## src/sv/vector4_normalize_defines.svh

```systemverilog
// assertion macros shared by the vector normaliser rtl
`ifndef VECTOR4_NORMALIZE_DEFINES_SVH
`define VECTOR4_NORMALIZE_DEFINES_SVH

// same-cycle implication, checked on every rising edge out of reset
`define VN_ASSERT_IMP(lbl, ante, cons) \
	lbl: assert property (@(posedge clk) disable iff (!arst_n) (ante) |-> (cons)) \
		else $error("vn assertion failed");

// next-cycle implication
`define VN_ASSERT_NXT(lbl, ante, cons) \
	lbl: assert property (@(posedge clk) disable iff (!arst_n) (ante) |=> (cons)) \
		else $error("vn assertion failed");

`endif

```

## src/sv/vn_pkg.sv

```systemverilog
// shared widths and constants of the vector normaliser
package vn_pkg;
	localparam int COMP_W      = 16;
	localparam int MAG_W       = 17;
	localparam int SUM_W       = 33;
	localparam int RAD_W       = 34;
	localparam int ROOT_STAGES = 17;
	localparam int REM_W       = 19;
	localparam int QUO_W       = 15;
	localparam int DIV_R_W     = 18;
	localparam int LANES       = 4;
	localparam int LANE_LAT    = QUO_W + 2;
	localparam logic [COMP_W-1:0] ONE_Q14     = 16'd16384;
	localparam logic [MAG_W-1:0]  MIN_LEN_RST = 17'd4;

	typedef logic [LANES-1:0][COMP_W-1:0] comp4_t;
endpackage

```

## src/sv/vn_div_lane.sv

```systemverilog
// one divider lane: rounded q1.14 quotient of a component over the length
module vn_div_lane import vn_pkg::*; (
	input  logic                     clk,
	input  logic                     arst_n,
	input  logic                     in_valid,
	input  logic signed [COMP_W-1:0] comp,
	input  logic [MAG_W-1:0]         len,
	output logic                     out_valid,
	output logic [COMP_W-1:0]        unit
);
	logic                 v_s  [0:QUO_W];
	logic [DIV_R_W-1:0]   r_s  [0:QUO_W];
	logic [QUO_W-1:0]     n_s  [0:QUO_W];
	logic [QUO_W-1:0]     q_s  [0:QUO_W];
	logic [DIV_R_W-1:0]   d_s  [0:QUO_W];
	logic                 neg_s[0:QUO_W];

	logic [COMP_W-1:0]    mag_a;
	logic [30:0]          numer;
	logic [QUO_W:0]       q_sat;
	logic                 out_v_q;
	logic [COMP_W-1:0]    unit_q;

	// magnitude, numerator a*2^15+len and divisor 2*len
	always_comb begin
		mag_a = comp[COMP_W-1] ? COMP_W'(-comp) : COMP_W'(comp);
		numer = {mag_a, 15'd0} + {14'd0, len};
		if (mag_a[15]) begin
			numer = {1'b1, 30'd0} + {14'd0, len};
		end
	end

	always_ff @(posedge clk or negedge arst_n) begin
		if (!arst_n) begin
			v_s[0] <= 1'b0;
		end else begin
			v_s[0] <= in_valid;
		end
	end

	always_ff @(posedge clk) begin
		r_s[0]   <= {2'b00, numer[30:15]};
		n_s[0]   <= numer[14:0];
		q_s[0]   <= '0;
		d_s[0]   <= {len, 1'b0};
		neg_s[0] <= comp[COMP_W-1];
	end

	for (genvar k = 0; k < QUO_W; k++) begin : g_stage
		logic [DIV_R_W:0] t;
		logic             ge;
		always_comb begin
			t  = {r_s[k], n_s[k][QUO_W-1]};
			ge = (t >= {1'b0, d_s[k]});
		end
		always_ff @(posedge clk or negedge arst_n) begin
			if (!arst_n) begin
				v_s[k+1] <= 1'b0;
			end else begin
				v_s[k+1] <= v_s[k];
			end
		end
		always_ff @(posedge clk) begin
			r_s[k+1]   <= ge ? DIV_R_W'(t - {1'b0, d_s[k]}) : DIV_R_W'(t);
			n_s[k+1]   <= {n_s[k][QUO_W-2:0], 1'b0};
			q_s[k+1]   <= {q_s[k][QUO_W-2:0], ge};
			d_s[k+1]   <= d_s[k];
			neg_s[k+1] <= neg_s[k];
		end
	end

	// clamp to one, then apply the sign
	always_comb begin
		q_sat = ({1'b0, q_s[QUO_W]} > ONE_Q14) ? ONE_Q14 : {1'b0, q_s[QUO_W]};
	end

	always_ff @(posedge clk or negedge arst_n) begin
		if (!arst_n) begin
			out_v_q <= 1'b0;
		end else begin
			out_v_q <= v_s[QUO_W];
		end
	end

	always_ff @(posedge clk) begin
		unit_q <= neg_s[QUO_W] ? COMP_W'(-q_sat) : COMP_W'(q_sat);
	end

	assign out_valid = out_v_q;
	assign unit      = unit_q;
endmodule

```

## config.mk

```make
export PLATFORM = sky130hd
export DESIGN_NAME = vn_div_lane
export DESIGN_NICKNAME = d
export VERILOG_FILES = /design/src/sv/vector4_normalize_defines.svh /design/src/sv/vn_pkg.sv /design/src/sv/vn_div_lane.sv
export SDC_FILE = /design/constraint.sdc
export NUM_CORES = 1
export LEC_CHECK = 0
export ABC_AREA = 1
export BUFFER_PORTS_ARGS = -buffer_cell sky130_fd_sc_hd__buf_2
export CAP_MARGIN = 0
export CELL_PAD_IN_SITES_DETAIL_PLACEMENT = 1
export CELL_PAD_IN_SITES_GLOBAL_PLACEMENT = 1
export CORE_MARGIN = 5
export CORE_UTILIZATION = 51
export DETAILED_ROUTE_END_ITERATION = 10
export PLACE_DENSITY_LB_ADDON = 0.3
export SETUP_SLACK_MARGIN = 0.3
export SLEW_MARGIN = 10
export SYNTH_ARGS = -nofsm -noshare
export SYNTH_HDL_FRONTEND = slang
export SYNTH_SLANG_ARGS = --single-unit
```

## constraint.sdc

```tcl
create_clock -name clk -period 4.5 [get_ports clk]
set_input_delay 0.45 -clock clk [delete_from_list [all_inputs] [get_ports clk]]
set_output_delay 0.45 -clock clk [all_outputs]
set_load 0.02 [all_outputs]
```

# Word level (Yosys, flattened, before mapping)
# Memory sizes are Yosys's and may differ from the RTL's.
# Index checks and enable logic that the tools add are counted.
# op_classes
addsub,19
n_lt_le_gt_ge,16
mux,19
# op_table
cell,count
>= comparator 19 x 18 -> 1 bit,15
two-way mux 18 bit,15
subtractor 18 bit,15
two-way mux 16 bit,2
negator 16 bit,2
adder 31 x 17 -> 31 bit,1
"adder 31 x 17 -> 31 bit, first input constant",1
two-way mux 31 bit,1
"> comparator 15 bit, second input constant",1
two-way mux 15 bit,1
# totals
register_bits,33
mem_bits_rw,1072
input_bits,36
out_inout_bits,17
elab_cells,77
mem_count,5
# mem_list
name,words,width,rd,rd_clocked_by_memory_dff,write_ports,line,text
d_s,16,18,15,0,16,vn_div_lane.sv:15,logic [DIV_R_W-1:0] d_s [0:QUO_W];
r_s,16,18,15,0,16,vn_div_lane.sv:12,logic [DIV_R_W-1:0] r_s [0:QUO_W];
n_s,16,15,15,0,16,vn_div_lane.sv:13,logic [QUO_W-1:0] n_s [0:QUO_W];
q_s,16,15,16,0,16,vn_div_lane.sv:14,logic [QUO_W-1:0] q_s [0:QUO_W];
neg_s,16,1,16,0,16,vn_div_lane.sv:16,logic neg_s[0:QUO_W];

# Logic depth before layout (Yosys ltp)
# An unclocked memory read counts as a cell.
# logic_depth
ltp_word,5
mapped_depth,15
ltp_nobuf,15

# Worst setup path after synthesis
# Ideal clock, no wire load.
# synth_path
path_kind,input-to-reg
from,input comp[15]
to,memory r_s[0][14]
setup_ns,0.115
t_arrival_ns,2.016
t_required_ns,4.385
slack_ns,2.369
cell_stages,13
n_path_buf,2
cell_sequence,buf_6 -> buf_2 -> o21ai_0 -> fa_1 -> inv_1 -> a21oi_2 -> nand3_2 -> nor2_4 -> nand2_2 -> nor2_2 -> nand3_1 -> nand2_1 -> nor2_1
# synth_rtl
element,line,text
"start, declared",vn_div_lane.sv:6,"input logic signed [COMP_W-1:0] comp,"
"end, declared",vn_div_lane.sv:12,

==> flow_summary.json <==
{
  "syn_nets": 4177,
  "synth_flop_cell": "dfxtp_1",
  "synth_area_leader_cell": "dfxtp_1",
  "cts_tree": "done",
  "seq_area_frac_synth": 0.440,
  "crit_slowest_cell": "nand2_1",
  "clockBufferDepth": 3,
  "status": "complete, no violations",
  "finalSetupViolCount": 0,
  "startpoint": "r_s[0][36]",
  "p_seq_frac": 0.326,
  "final_area_mm2": 0.0346,
  "vias": 26500,
  "core_area_mm2": 0.0604,
  "syn_avg_cell_area_um2": 8.03,
  "path_cells": "inv_1 -> ha_1 -> fa_1 -> inv_1 -> nand3_1 -> nand2_1 -> a21oi_2 -> o21ai_1 -> nand2_1 -> nand2_1 -> nand2_2 -> nand2_1 -> nand2_1 -> o21ai_1",
  "async_reset_ff_frac": 0.0251,
  "cpPeakStageDelay_ns": 0.62,
  "worst_pin_slew_ns": 0.935,
  "die_w_um": 257,
  "end_kind": "flip-flop",
  "syn_area_mm2": 0.0311,
  "place_congestion": 0.890,
  "routed_wl_um": 95400,
  "p_leak_nw": 18.2,
  "cts-root-buf": "clkbuf_16",
  "tns_ns": 0,
  "clock_power_share": 0.222,
  "cts.reportedPaths.clkPinSlew_ns": 0.06,
  "viasPerCell": 5.51,
  "start_kind": "flip-flop",
  "drtAntennaViolNets": 0,
  "slew_viol_final": 0,
  "postCtsSetupBuffers": 0,
  "portBuffers": 52,
  "hold_class": "in -> reg",
  "p_int_mw": 15.9,
  "netlist_top_cells_area": "dfxtp_1, nand2_1, ha_1",
  "clock_sinks": 678,
  "wl_per_cell_um": 19.9,
  "antenna_found_initial": 2,
  "layout_setup_ws_ns": 1.22,
  "nNetsFinal": 4273,
  "timing.final.crit_share": 0.728,
  "rows": 90,
  "placed_cell_area_mm2": 0.0320,
  "powerDensity_mw_per_mm2": 803,
  "finalHoldViolCount": 0,
  "cts_made_buffers": 73,
  "firstDrtPassIters": 6,
  "ir_drop_uv": 354,
  "min_from": "len[16]",
  "synth_top_area_frac": 0.426,
  "area_delta_synth_final_pct": 11.5,
  "combPwrFrac": 0.452,
  "drt_iter0_drc": 1659,
  "crit_top_cell": "nand2_1",
  "yosysWarningCount": 0,
  "cap_violations": 0,
  "dieArea_mm2": 0.0659,
  "drive_above_1_share": 0.0639,
  "clock_latency_ns": 0.63,
  "diodes": 0,
  "ys_types": 46,
  "layout_commonest_cell": "nand2_1",
  "path_class": "reg -> reg",
  "crit_buf_inv": 2,
  "r2r_start": "r_s[0][36]",
  "synth_cells": 3869,
  "die_h_um": 257,
  "fill_cells": 7426,
  "multi_input_area_mm2": 0.0151,
  "min_period_ns": 3.28,
  "power.switching_mw": 11.9,
  "clock.fmax_mhz": 305,
  "ys_ff_latch": 678,
  "synth_edf_count": 0,
  "dpl.cell_count": 4654,
  "htree_levels": 3,
  "grt_pass1_wl_um": 153000,
  "start_util": 0.514,
  "grt.overflow.total": 0,
  "crit_required_ns": 5.03,
  "grt_start_max_net_pins": 33,
  "crit_family": "simple AND/OR/NAND/NOR gates",
  "num_io_pins": 53,
  "rsz0062_at_grt": "no",
  "final_cell_mix": "nand2_1, dfxtp_1, inv_1",
  "p_sw_frac": 0.429,
  "path_max_fanout": 20,
  "place_hpwl_um": 70000,
  "grtUsageTotal": 0.283,
  "fin_skew_ns": 0.0204,
  "grt_pass1_vias": 28500,
  "power_mw": 27.8,
  "slew_headroom": 0.375,
  "dp_slack_ns": 1.15,
  "arrival_ns": 3.81,
  "drc": 0,
  "fin_cells": 4802,
  "ff_latch_area_mm2": 0.0137
}
-- metrics by stage --
step                hold slack, ns  utilization
finish                      0.0326        0.574
global route                0.0202        0.574
CTS                         0.0154        0.573
detailed placement           0.313        0.530
global placement             0.310        0.530
floorplan                    0.154            -
-- registers in the layout, indices dropped and copies added, names as in the netlist --
register   flops
d_s          129
n_s          112
neg_s         16
out_valid      1
q_s          120
r_s          268
unit          16
v_s           16
-- final timing paths --
| kind | end | slack [ns] | depth (start not counted) |
|---|---|---|---|
| setup / recovery | r_s[0][56] | 1.22 | 14 |
| hold / removal | d_s[0][17] | 0.03 | 1 |
| setup reg to reg | r_s[0][56] | 1.22 | 14 |
| hold reg to reg | q_s[1][2] | 0.32 | 0 |
| max in group asynchronous | v_s[1] | 3.92 | 2 |
| min in group asynchronous | v_s[14] | 0.28 | 2 |
-- cells by family (layout without fill, tap and decap cells) --
logic type	after synthesis	in the layout	share of synthesized area
simple gates	1700	1700	0.233
flops	678	678	0.440
buf+inv	567	718	0.0733
compound gates	482	482	0.0926
fa+ha+maj	272	272	0.113
xor+xnor	170	170	0.0479
-- power groups by stage --
stage / combinational, mW / sequential, mW / clock [mW]
2_1_floorplan: 9.19 / 8.64 / 0
5_1_grt: 14.0 / 9.19 / 6.52
3_5_place_dp: 12.1 / 9.13 / 0
6_report: 12.5 / 9.07 / 6.17
3_3_place_gp: 11.5 / 9.09 / 0
4_1_cts: 12.4 / 9.06 / 6.22
-- worst register-to-register path: stages, from the launching register on --
cell     delay, ns
dfxtp_1       0.32
inv_1         0.10
ha_1          0.24
fa_1          0.42
inv_1         0.10
nand3_1       0.09
nand2_1       0.16
a21oi_2       0.10
o21ai_1       0.29
nand2_1       0.12
nand2_1       0.11
nand2_2       0.21
nand2_1       0.62
nand2_1       0.15
o21ai_1       0.16
-- synth_stat cells (all sizes together) (2+ instances only) --
cell type / number
dfxtp: 661
o21a: 14
o21ai: 114
dfrtp: 17
a211oi: 2
o31a: 5
xor2: 109
a31oi: 19
o31ai: 4
nor4: 20
a21oi: 225
xnor2: 61
nor3: 57
or2: 17
inv: 508
clkbuf: 3
nand2: 986
a21o: 69
nand3: 372
nor2: 209
a21boi: 14
buf: 56
nand4: 12
nand3b: 26
ha: 257
o21bai: 13
fa: 15
-- area by class of cell --
class | count | area share
multi-input combinational | 2624 | 0.437
inverter | 508 | 0.0551
clock buffer | 92 | 0.0575
tap | 782 | 0.0283
clock inverter | 38 | 0.0126
timing repair buffer | 80 | 0.0149
sequential | 678 | 0.395
-- layer usage --
metal,wire (µm),track usage,vias up,part of all wire
met3,3640,0.0329,195,0.038
met4,2840,0.0890,0,0.030
met1,41600,0.356,13000,0.44
li1,-,-,12700,-
met5,0,0,-,0
met2,47400,0.509,609,0.50
-- repair_timing --
item | CTS | global route
hold endpoints to repair | 34 | 0
resized for setup | 0 | 0
endpoints found under the setup margin | 0 | 0
hold buffers | 18 | 0
No activity file was read; power rests on OpenSTA's default activity.
