**src/sv/vector4_normalize_defines.svh**
```systemverilog
// assertion macros shared by the vector normaliser rtl
`ifndef VECTOR4_NORMALIZE_DEFINES_SVH
`define VECTOR4_NORMALIZE_DEFINES_SVH

// same-cycle implication, checked on every rising edge out of reset
`define VN_ASSERT_IMP(lbl, ante, cons) \
	lbl: assert property (@(posedge clk) disable iff (!arst_n) (ante) |-> (cons)) \
		else $error("vn assertion failed");

// next-cycle implication
`define VN_ASSERT_NXT(lbl, ante, cons) \
	lbl: assert property (@(posedge clk) disable iff (!arst_n) (ante) |=> (cons)) \
		else $error("vn assertion failed");

`endif

```
**src/sv/vn_pkg.sv**
```systemverilog
// shared widths and constants of the vector normaliser
package vn_pkg;
	localparam int COMP_W      = 16;
	localparam int MAG_W       = 17;
	localparam int SUM_W       = 33;
	localparam int RAD_W       = 34;
	localparam int ROOT_STAGES = 17;
	localparam int REM_W       = 19;
	localparam int QUO_W       = 15;
	localparam int DIV_R_W     = 18;
	localparam int LANES       = 4;
	localparam int LANE_LAT    = QUO_W + 2;
	localparam logic [COMP_W-1:0] ONE_Q14     = 16'd16384;
	localparam logic [MAG_W-1:0]  MIN_LEN_RST = 17'd4;

	typedef logic [LANES-1:0][COMP_W-1:0] comp4_t;
endpackage

```
**src/sv/vn_isqrt.sv**
```systemverilog
// pipelined integer square root, one result bit per stage
module vn_isqrt import vn_pkg::*; (
	input  logic             clk,
	input  logic             arst_n,
	input  logic             in_valid,
	input  logic [RAD_W-1:0] radicand,
	input  comp4_t           vec_in,
	output logic             out_valid,
	output logic [MAG_W-1:0] root,
	output comp4_t           vec_out
);
	logic             v_s   [0:ROOT_STAGES];
	logic [REM_W-1:0] rem_s [0:ROOT_STAGES];
	logic [MAG_W-1:0] root_s[0:ROOT_STAGES];
	logic [RAD_W-1:0] rad_s [0:ROOT_STAGES];
	comp4_t           vec_s [0:ROOT_STAGES];

	assign v_s[0]    = in_valid;
	assign rem_s[0]  = '0;
	assign root_s[0] = '0;
	assign rad_s[0]  = radicand;
	assign vec_s[0]  = vec_in;

	for (genvar k = 0; k < ROOT_STAGES; k++) begin : g_stage
		logic [REM_W+1:0] cur;
		logic [REM_W+1:0] trial;
		logic             ge;
		always_comb begin
			cur   = {rem_s[k], rad_s[k][RAD_W-1 -: 2]};
			trial = {2'b00, root_s[k], 2'b01};
			ge    = (cur >= trial);
		end
		always_ff @(posedge clk or negedge arst_n) begin
			if (!arst_n) begin
				v_s[k+1] <= 1'b0;
			end else begin
				v_s[k+1] <= v_s[k];
			end
		end
		always_ff @(posedge clk) begin
			rem_s[k+1]  <= ge ? REM_W'(cur - trial) : REM_W'(cur);
			root_s[k+1] <= {root_s[k][MAG_W-2:0], ge};
			rad_s[k+1]  <= {rad_s[k][RAD_W-3:0], 2'b00};
			vec_s[k+1]  <= vec_s[k];
		end
	end

	assign out_valid = v_s[ROOT_STAGES];
	assign root      = root_s[ROOT_STAGES];
	assign vec_out   = vec_s[ROOT_STAGES];
endmodule

```
**config.mk**
```make
export PLATFORM = sky130hd
export DESIGN_NAME = vn_isqrt
export DESIGN_NICKNAME = d
export VERILOG_FILES = /design/src/sv/vector4_normalize_defines.svh /design/src/sv/vn_pkg.sv /design/src/sv/vn_isqrt.sv
export SDC_FILE = /design/constraint.sdc
export NUM_CORES = 2
export LEC_CHECK = 0
export ABC_AREA = 1
export BUFFER_PORTS_ARGS = -buffer_cell sky130_fd_sc_hd__buf_2
export CORE_ASPECT_RATIO = 1.5
export CORE_UTILIZATION = 37
export CTS_CLUSTER_SIZE = 20
export DETAILED_ROUTE_END_ITERATION = 7
export GPL_TIMING_DRIVEN = 0
export PLACE_DENSITY = 0.52
export SETUP_SLACK_MARGIN = 0.5
export SLEW_MARGIN = 10
export SYNTH_ARGS = -nofsm -noshare
export SYNTH_HDL_FRONTEND = slang
export SYNTH_SLANG_ARGS = --single-unit
```
**constraint.sdc**
```tcl
create_clock -name clk -period 2.4 [get_ports clk]
set_clock_uncertainty 0.05 [all_clocks]
set_input_delay 0.24 -clock clk [delete_from_list [all_inputs] [get_ports clk]]
set_output_delay 0.24 -clock clk [all_outputs]
set_load 0.005 [all_outputs]
```
Word-level counts from Yosys, hierarchy flattened:

Index checks and enable logic that the tools add are counted.

* bits in registers: 1818
* word-level logic and storage cells: 184

* add/subtract/negate cells: 16
* order comparisons: 17
* muxes and demuxes: 16

Operators by type and width (count)
* two-way mux 19 bit: 15
* >= comparator 21 x 10 -> 1 bit: 1
* >= comparator 21 x 11 -> 1 bit: 1
* >= comparator 21 x 12 -> 1 bit: 1
* >= comparator 21 x 13 -> 1 bit: 1
* >= comparator 21 x 14 -> 1 bit: 1
* >= comparator 21 x 15 -> 1 bit: 1
* >= comparator 21 x 16 -> 1 bit: 1
* >= comparator 21 x 17 -> 1 bit: 1
* >= comparator 21 x 18 -> 1 bit: 1
* >= comparator 21 x 3 -> 1 bit: 1
* >= comparator 21 x 4 -> 1 bit: 1
* >= comparator 21 x 5 -> 1 bit: 1
* >= comparator 21 x 6 -> 1 bit: 1
* >= comparator 21 x 7 -> 1 bit: 1
* >= comparator 21 x 8 -> 1 bit: 1
* >= comparator 21 x 9 -> 1 bit: 1
* subtractor 19 x 10 -> 19 bit: 1
* subtractor 19 x 11 -> 19 bit: 1
* subtractor 19 x 12 -> 19 bit: 1
* subtractor 19 x 13 -> 19 bit: 1
* subtractor 19 x 14 -> 19 bit: 1
* subtractor 19 x 15 -> 19 bit: 1
* subtractor 19 x 16 -> 19 bit: 1
* other kinds (11): 11

Longest topological paths before layout:

* depth in word-level cells: 2
* gate-level depth with buffers: 14
* depth with buffers taken out: 14

Worst setup path after synthesis:

OpenSTA, ideal clock, no wires.

* path type: register -> register
* from: register root_s, in the netlist g_stage[1].trial[2]
* to: register rem_s, in the netlist g_stage[2].cur[19]
* library setup time: 0.130 ns
* arrival: 1.641 ns
* data required time: 2.220 ns
* setup slack: 0.578 ns
* cell stages (with the launch flop): 10
* buffers on the path: 1
* clock period less this slack: 1.822 ns
* cells stage by stage: dfxtp_1 -> inv_1 -> ha_1 -> a21oi_1 -> nand2_1 -> inv_1 -> ha_1 -> and2_1 -> clkbuf_1 -> o21ai_0

* longest elaborated chain between the ends: 2
* elaborated cells on any way between the ends: 3
* those cells by class: add/sub (1); order compare (1); mux (1)

Ends and longest elaborated chain
* start: declaration: line vn_isqrt.sv:14 `logic [MAG_W-1:0] root_s[0:ROOT_STAGES];`
* start signal: indexed assignment: line vn_isqrt.sv:42 `root_s[k+1] <= {root_s[k][MAG_W-2:0], ge};`
* subtractor 19 x 3 -> 19 bit / >= comparator 21 x 3 -> 1 bit (equally long branches): line vn_isqrt.sv:41, vn_isqrt.sv:31
* two-way mux 19 bit *: line vn_isqrt.sv:41 `rem_s[k+1] <= ge ? REM_W'(cur - trial) : REM_W'(cur);`
* end signal: indexed assignment: line vn_isqrt.sv:41
* end: declaration: line vn_isqrt.sv:13 `logic [REM_W-1:0] rem_s [0:ROOT_STAGES];`

Every way passes the cells marked *; elsewhere a longest branch is shown, timed or not.
A chain may end at the register's enable or synchronous reset.

Worst setup path in the final report:

* from: register root_s, in the netlist g_stage[11].trial[12]
* to: register rem_s, in the netlist g_stage[12].cur[14]

* longest elaborated chain between the ends: 2
* elaborated cells on any way between the ends: 3
* those cells by class: add/sub (1); order compare (1); mux (1)

Ends and longest elaborated chain
* >= comparator 21 x 13 -> 1 bit: line vn_isqrt.sv:31 `ge = (cur >= trial);`
* named net g_stage[11].ge: line vn_isqrt.sv:27 `logic ge;`
* two-way mux 19 bit: line vn_isqrt.sv:41

The timed path passes the listed nets, and every way through them passes these cells.

==> flow_metrics.env <==
export IMPL_die_y_microns=465
export IMPL_rsz0062_at_grt="true"
export IMPL_peakVddDrop_v=0.000837
export IMPL_synthArstFlopShare_pct=0.938
export IMPL_drtIter0Drc=1162
export IMPL_final_common_cell="dfxtp_1"
export IMPL_finalCritPeriodShare_pct=81.2
export IMPL_status="completed"
export IMPL_crit_path_end_kind="register"
export IMPL_synth_yosys_warnings=0
export IMPL_cts_sinks=1812
export IMPL_setup_viol=0
export IMPL_final_util_pct=49.5
export IMPL_ys_types=48
export IMPL_floorplan_io_pins=183
export IMPL_layout_nets=6216
export IMPL_grt_pass1_wl_microns=171000
export IMPL_drtAntennaViolNets=0
export IMPL_hold_ws_ns=0.0826
export IMPL_p_per_area_nw_per_um2=1090
export IMPL_syn_inst=5189
export IMPL_initial_core_util_pct=37.4
export IMPL_htree_levels=4
export IMPL_ys_seq_area_share_pct=68.6
export IMPL_slew_viol_final=0
export IMPL_route_detailed_drc=0
export IMPL_path_class="register to register"
export IMPL_reg2reg_slack_ns=0.45
export IMPL_syn_area_per_cell_sq_um=10.2
export IMPL_syn_area_sq_um=53000
export IMPL_place_gp_congestion=0.910
export IMPL_min_from="vec_in[15]"
export IMPL_core_area_sq_um=142000
export IMPL_fillers=12927
export IMPL_multi_input_area_sq_um=17200
export IMPL_critPathMaxFanout=10
export IMPL_yosysTopAreaCellShare_pct=67.8
export IMPL_seq_area_sq_um=36600
export IMPL_area_growth_syn_to_layout_pct=32.4
export IMPL_synth_area_top_cells="dfxtp_1 (68%), nand2_1 (8.9%), inv_1 (4.5%)"
export IMPL_hold_depth=2
export IMPL_die_area_sq_um=145000
export IMPL_grt_max_degree=18
export IMPL_reg2reg_to="g_stage[12].cur[14]"
export IMPL_globalRouteOverflowTotal=0
export IMPL_post_dp_hpwl_microns=77500
export IMPL_period_minus_slack_ns=1.95
export IMPL_cts_buffers=164
export IMPL_die_x_microns=311
export IMPL_drive_gt1_share_pct=28.0
export IMPL_max_freq_ghz=0.513
export IMPL_num_vias=33792
export IMPL_r2r_start="g_stage[11].trial[12]"
export IMPL_report_final_hold_viol_count=0
export IMPL_power_leakage_uw=0.0326
export IMPL_cts_buffer_depth=3
export IMPL_clk_pin_slew_ns=0.06
export IMPL_rr_worst_depth=12
export IMPL_placementRows=169
export IMPL_maxCapViolCount=0
export IMPL_finalWirelength_microns=112000
export IMPL_viasPerCell=4.24
export IMPL_min_path_type="input pin to register"
export IMPL_cts_tree="yes"
export IMPL_relSlewSlack_pct=52.2
export IMPL_synth_ff_type="dfxtp_1"
export IMPL_globalRouteTotalUtil_pct=15.1
export IMPL_min_to="vec_s[1039]"
export IMPL_layout_common_cells="dfxtp_1 (1641), nand2_1 (1013), inv_1 (544)"
export IMPL_synth_fp_nets=5461
export IMPL_required_ns=3.03
export IMPL_dr_pass1_iters=4
export IMPL_cts_root_buf="clkbuf_16"
export IMPL_clk_latency_ns=0.78
export IMPL_cp_arrival_ns=2.57
export IMPL_grt_pass1_vias=33544
export IMPL_synth_edf_count=0
export IMPL_portBuffers=182
export IMPL_yosysTopAreaCell="dfxtp_1"
export IMPL_worstMarginPinSlew_ns=0.715
export IMPL_routedWlPerCell_microns=14.1
export IMPL_cp_start_kind="register"
export IMPL_antenna_found_initial=1
export IMPL_ys_ff_latch=1812
-- worst max path at each step --
| stage | start | endpoint | slack (ns) | cells after the start |
|---|---|---|---|---|
| finish | g_stage[11].trial[12] | g_stage[12].cur[14] | 0.45 | 12 |
| floorplan | g_stage[1].trial[2] | g_stage[2].cur[19] | 0.58 | 9 |
| global placement | g_stage[5].trial[2] | g_stage[6].cur[3] | -0.06 | 11 |
| detailed placement | g_stage[11].trial[10] | g_stage[12].cur[12] | -0.06 | 12 |
| global route | g_stage[15].trial[8] | g_stage[16].cur[2] | 0.37 | 13 |
| CTS | g_stage[12].trial[2] | g_stage[13].cur[11] | 0.42 | 14 |
-- final cells by class --
| cell class | count | share of cell area, % |
|---|---|---|
| multi-input cells | 2630 | 24.5 |
| clock inverters | 76 | 1.59 |
| flip-flops and latches | 1812 | 52.1 |
| repair buffers | 588 | 6.82 |
| plain buffers | 94 | 1.28 |
| diodes | 3 | 0.0107 |
| clock buffers | 223 | 6.77 |
| well taps | 1881 | 3.36 |
| inverters | 654 | 3.57 |
-- where the power goes --
part	internal, uW	switching [uW]	total [uW]
sequential	33300	2140	35400
clock	16200	11200	27400
combinational	5990	7680	13700
-- timing repair --
item / in CTS / in global routing
gates resized for setup: 563 / 563
hold endpoints to repair: 117 / 0
hold buffers: 180 / 0
cloned: 12 / 8
buffers inserted: 117 / 90
pin swaps: 121 / 218
setup endpoints to repair: 281 / 277
-- synthesized netlist by cell type (6+ instances only) --
| cell | instances |
|---|---|
| dfxtp_1 | 1795 |
| nand2_1 | 1255 |
| inv_1 | 635 |
| nor2_1 | 350 |
| nand3_1 | 233 |
| ha_1 | 171 |
| a21oi_1 | 133 |
| o21ai_0 | 106 |
| xor2_1 | 80 |
| buf_4 | 70 |
| nand2_2 | 44 |
| nand4_1 | 40 |
| xnor2_1 | 36 |
| nand3b_1 | 31 |
| nor3_1 | 24 |
| o21ai_1 | 21 |
| inv_2 | 18 |
| dfrtp_1 | 17 |
| buf_6 | 15 |
| nor2_2 | 15 |
| a21oi_2 | 12 |
| o21ai_2 | 8 |
| buf_2 | 7 |
| or2_2 | 7 |
| and2_1 | 6 |
| nand2_4 | 6 |
| nor3_2 | 6 |
-- logic make-up (layout without fill, tap and decap cells) --
kind of cell	count (synthesis)	count (layout)	share of synthesized area (%)
xor gates and xnor gates	116	116	1.92
AOI/OAI and AO/OA	302	302	3.18
DFF	1812	1812	68.6
buffers and inverters	748	1635	6.06
and+or+nand+nor	2039	2040	16.2
other	1	4	0.00708
adders and majority gates	171	171	4.04
-- state kept, by name, summed over array words and instances (netlist names) --
| name | cells |
|---|---|
| rad_s | 240 |
| g_stage.trial | 136 |
| vec_out | 64 |
| out_valid | 1 |
| vec_s | 1024 |
| g_stage.cur | 314 |
| v_s | 16 |
| root | 17 |
-- worst max-delay path: stages (launching register included) --
cell,delay [ns]
dfxtp_2,0.33
inv_1,0.07
ha_4,0.30
nand2_4,0.07
nor2_4,0.16
inv_4,0.07
nor3_4,0.14
nand2_4,0.11
nand3_4,0.19
inv_6,0.08
buf_12,0.15
nand2_1,0.07
nand2_1,0.05
-- metrics by stage --
stage	instances	area [sq um]	worst slack, ns	total power (uW)	setup TNS [ns]
6_report	7961	70100	0.451	76400	0
5_1_grt	7959	70100	0.365	80600	0
4_1_cts	7860	67700	0.419	76000	0
3_5_place_dp	7252	56300	-0.0598	45300	-0.464
3_3_place_gp	7252	56300	-0.0565	45200	-0.452
2_1_floorplan	5189	53000	0.578	42200	0
-- routing by layer --
metal / vias to the layer above / GRT usage, % / wire [microns]
li1: 17479 / - / -
met2: 631 / 29.7 / 61600
met4: 0 / 11.3 / 8120
met5: - / 0 / 0
met1: 15308 / 13.6 / 38900
met3: 374 / 2.72 / 3420
No activity file was read; power rests on OpenSTA's default activity.
